### src/rtl/msblt_ram.sv
// Generic single-port-write, one-read RAM with registered read data.
// No dependencies.
module msblt_ram #(
  parameter int WIDTH = 32,
  parameter int DEPTH = 16
) (
  input  logic                     clk,
  input  logic                     we,
  input  logic [$clog2(DEPTH)-1:0] waddr,
  input  logic [WIDTH-1:0]         wdata,
  input  logic [$clog2(DEPTH)-1:0] raddr,
  output logic [WIDTH-1:0]         rdata
);
  logic [WIDTH-1:0] mem [DEPTH];

  always_ff @(posedge clk) begin
    if (we) mem[waddr] <= wdata;
    rdata <= mem[raddr];
  end
endmodule

### config.mk
export PLATFORM = sky130hd
export DESIGN_NAME = msblt_ram
export DESIGN_NICKNAME = d
export VERILOG_FILES = /design/src/rtl/msblt_ram.sv
export SDC_FILE = /design/constraint.sdc
export NUM_CORES = 1
export LEC_CHECK = 0
export BUFFER_PORTS_ARGS = -buffer_cell sky130_fd_sc_hd__buf_2
export CORE_AREA = 2 2 203 205
export CTS_CLUSTER_SIZE = 10
export DETAILED_ROUTE_END_ITERATION = 8
export DIE_AREA = 0 0 205 207
export GPL_TIMING_DRIVEN = 0
export PLACE_DENSITY = 0.66
export SETUP_SLACK_MARGIN = 0.1
export SYNTH_ARGS = -nofsm -noshare
export SYNTH_HDL_FRONTEND = slang
export SYNTH_SLANG_ARGS = --single-unit
### constraint.sdc
create_clock -name clk -period 12.3 [get_ports clk]
set_clock_uncertainty 0.15 [all_clocks]
set_input_delay 3.075 -clock clk [delete_from_list [all_inputs] [get_ports clk]]
set_output_delay 3.075 -clock clk [all_outputs]
set_load 0.02 [all_outputs]
==> impl_summary.log <==
INFO  metric async_s_r_ff_share_synth = 0
INFO  metric max_stage_delay = 0.63 ns
INFO  metric avgSynthCellArea = 23.7 sq um
INFO  metric antenna_found_initial = 2
INFO  metric synth_top_cells_by_count = sky130_fd_sc_hd__edfxtp_1, sky130_fd_sc_hd__mux4_2, sky130_fd_sc_hd__a22oi_1, sky130_fd_sc_hd__nand2_1, sky130_fd_sc_hd__dfxtp_1
INFO  metric critical_path_arrival = 4.87 ns
INFO  metric clock_tree_from_tritoncts = done
INFO  metric vertical_extent_of_the_die = 207 microns
INFO  metric final_max_slew_viol_count = 0
INFO  metric stdcell_count = 1,583
INFO  metric post_cts_resize_count = 0
INFO  metric synth_sequential_area_ratio = 0.807
INFO  metric die-width = 205 microns
INFO  metric dr.first_iter.drc_count = 963
INFO  metric postSynthRegisterBits = 544
INFO  metric switching_share = 0.206
INFO  metric power.combinational.fraction = 0.052
INFO  metric post-synth-top-count-cell = sky130_fd_sc_hd__edfxtp_1
INFO  metric grt.overflow.total = 0
INFO  metric firstDrtPassIters = 5
INFO  metric area_growth = 17.0%
INFO  metric worst_hold_path_type = reg2reg
INFO  metric path_max_fanout = 8
INFO  metric grt_pass1_vias = 9,416
INFO  metric timing_hold_violations_final = 0
INFO  metric cts_hold_repair.buffers = 0
INFO  metric pwr_density_cell = 168 mW/mm^2
INFO  metric start_util = 0.492
INFO  metric vias_per_cell = 5.84
INFO  metric cell_total_after_placement = 1,470
INFO  metric vias = 9,251
INFO  metric cts_root_buffer = sky130_fd_sc_hd__clkbuf_16
INFO  metric grt_start_max_net_pins = 22
INFO  metric critical_path_required = 12.45 ns
INFO  metric yosysTopAreaCellShare = 0.774
INFO  metric fin_total_pwr = 3900 uW
INFO  metric status = complete, no violations
INFO  metric io_buffers = 71
INFO  metric crit_path_cell_trace = buf_2 -> or3b_2 -> nor3_2 -> buf_6 -> buf_8
INFO  metric clkSinkCount = 544
INFO  metric ys.flop_type = sky130_fd_sc_hd__edfxtp_1
INFO  metric rsz0062_at_grt = no
INFO  metric final.min_clock_period = 4.72 ns
INFO  metric detail_route.wirelength = 42.7 mm
INFO  metric timing.reg2reg.setup_slack = 10.77 ns
INFO  metric yosys.cell_types.count = 18
INFO  metric power_switching = 804 uW
INFO  metric timing.final.crit_share = 0.384
INFO  metric route.detailed.wl_per_inst = 27.0 microns
INFO  metric grt_first_pass_wirelength = 62.5 mm
INFO  metric slowest_stage = sky130_fd_sc_hd__nor3_2
INFO  metric synthCells = 838
INFO  metric critical_path.reg2reg.endpoint = rdata[16]
INFO  metric worst_vdd_rail_ir_drop = 0.102 mV
INFO  metric power_report.internal_total = 3100 uW
INFO  metric syn-num-nets = 880
INFO  metric crit_end = mem[0][26]
INFO  metric achievable-frequency = 212 MHz
INFO  metric worst_r2r_path_depth = 3
INFO  metric setup_tns = 0 ns
INFO  metric drtAntennaViolNets = 0
INFO  metric pwr-share-seq = 0.534
INFO  metric place_congestion = 0.692
INFO  metric timing.critical_path.to_type = register
INFO  metric max-cap-violations = 0
INFO  metric synth_top_cell_by_area = sky130_fd_sc_hd__edfxtp_1
INFO  metric beginning_of_the_worst_register_to_register_path = mem[0][16]
INFO  metric clock_latency = 0.60 ns
INFO  metric synth.area.top_cells = sky130_fd_sc_hd__edfxtp_1, sky130_fd_sc_hd__mux4_2, sky130_fd_sc_hd__dfxtp_1
INFO  metric num_io_pins = 74
INFO  metric dp.final_hpwl = 25.4 mm
INFO  metric cts_made_buffers = 60
INFO  metric fraction_of_power_consumed_by_the_clock_network = 0.414
INFO  metric critPathLaunch = waddr[2]
INFO  metric synth_enable_flop_cells = 512
INFO  metric cts.path.max_buffers = 3
INFO  metric clock_transition_at_the_registers_of_the_reported_paths = 0.06 ns
INFO  metric critPathKind = in2reg
INFO  metric core_outline_area = 0.0404 sq mm
INFO  metric final_net_count = 1,042
INFO  metric ys_warn_count = 0
INFO  metric total_leakage_power = 0.00747 uW
INFO  metric setup.worst_path.start_class = input pin
INFO  metric groute.usage.overall = 0.206
INFO  metric route.detailed.drc = 0
INFO  metric max-slew-margin-rel = 0.348
INFO  metric rows = 74
INFO  metric h_tree_lvls = 2
INFO  metric finalSetupViolCount = 0
INFO  metric timing_worst_slew_pin_value = 0.977 ns
INFO  metric syn_area = 0.0199 sq mm
INFO  metric post_cts.repair.setup_buffers = 0
INFO  metric final_layout_size_suffix_gt1_frac = 0.311
INFO  metric design.die.area = 0.0424 sq mm
==> kinds of logic (layout without fill, tap and decap cells) <==
| group | count (synthesis) | in the layout | synth area share |
|---|---|---|---|
| AND/OR/NAND/NOR | 59 | 59 | 0.0127 |
| AO/OA/AOI/OAI | 64 | 64 | 0.0242 |
| other | 0 | 1 | 0 |
| buffers and inverters | 43 | 255 | 0.0112 |
| multiplexers | 128 | 128 | 0.145 |
| flip-flops | 544 | 544 | 0.807 |
==> state kept, by name (all words and copies together), names as in the netlist <==
register and cells:
rdata 32, mem 512
==> layout by cell type, fill, tap and decap left out, types with 2 or more instances in the layout <==
master                      synthesis  final
sky130_fd_sc_hd__a22oi_1           64     64
sky130_fd_sc_hd__buf_1              9      9
sky130_fd_sc_hd__buf_12             0      9
sky130_fd_sc_hd__buf_16             0      3
sky130_fd_sc_hd__buf_2              4     75
sky130_fd_sc_hd__buf_4             11     11
sky130_fd_sc_hd__buf_6              2     17
sky130_fd_sc_hd__buf_8              0      2
sky130_fd_sc_hd__clkbuf_1          17     64
sky130_fd_sc_hd__clkbuf_16          0     62
sky130_fd_sc_hd__clkbuf_8           0      2
sky130_fd_sc_hd__dfxtp_1           32     32
sky130_fd_sc_hd__edfxtp_1         512    512
sky130_fd_sc_hd__mux4_2           128    128
sky130_fd_sc_hd__nand2_1           33     33
sky130_fd_sc_hd__nand2b_1           2      2
sky130_fd_sc_hd__nand3b_1           2      2
sky130_fd_sc_hd__nor2_4             0     12
sky130_fd_sc_hd__nor2b_1            2      2
sky130_fd_sc_hd__nor3_2             0      4
==> how the worst min path moves through the flow <==
stage	start	to	cells past startpoint
floorplan	mem[14][0]	rdata[0]	3
global placement	mem[14][7]	rdata[7]	3
detailed placement	mem[14][1]	rdata[1]	3
CTS	mem[15][12]	rdata[12]	3
global route	mem[15][12]	rdata[12]	3
finish	mem[14][26]	rdata[26]	3
==> critical path, delay by kind of cell <==
family        cells  cell delay [ns]
buf+inv           3             0.55
simple gates      2             1.22
==> final cells by class <==
| cell class | count | area [sq um] |
|---|---|---|
| buffer | 43 | 223 |
| multi-input combinational | 251 | 3730 |
| antenna | 1 | 2.50 |
| timing repair buffer | 100 | 817 |
| clock buffer | 111 | 1760 |
| clock inverter | 1 | 16.3 |
| sequential | 544 | 16000 |
| fill | 2970 | 17100 |
| tap | 532 | 666 |
==> per-layer routing <==
layer  routed length (microns)  track usage  up-vias
met2                     21700        0.340      364
met5                        11            0        -
met3                      2810       0.0368       70
li1                          -            -     3915
met1                     17400        0.285     4900
met4                       806       0.0568        2
==> through the flow <==
step           cell area [sq um]  worst slack, ns  hold WS, ns   util
2_1_floorplan              19900             5.90        0.485      -
3_3_place_gp               20900             3.00        0.499  0.517
3_5_place_dp               21400             6.98        0.510  0.531
4_1_cts                    23200             7.61        0.524  0.575
5_1_grt                    23200             7.54        0.538  0.575
6_report                   23200             7.58        0.517  0.575
==> power by group through the flow <==
stage	Clock, uW	Sequential (uW)	Combinational (uW)
after floorplan	0	2140	99.5
after global placement	0	2120	195
after detailed placement	0	2120	206
after CTS	1650	2080	207
after global routing	1720	2090	219
final	1620	2080	203
Note: power is estimated with default switching activity, not from simulation.
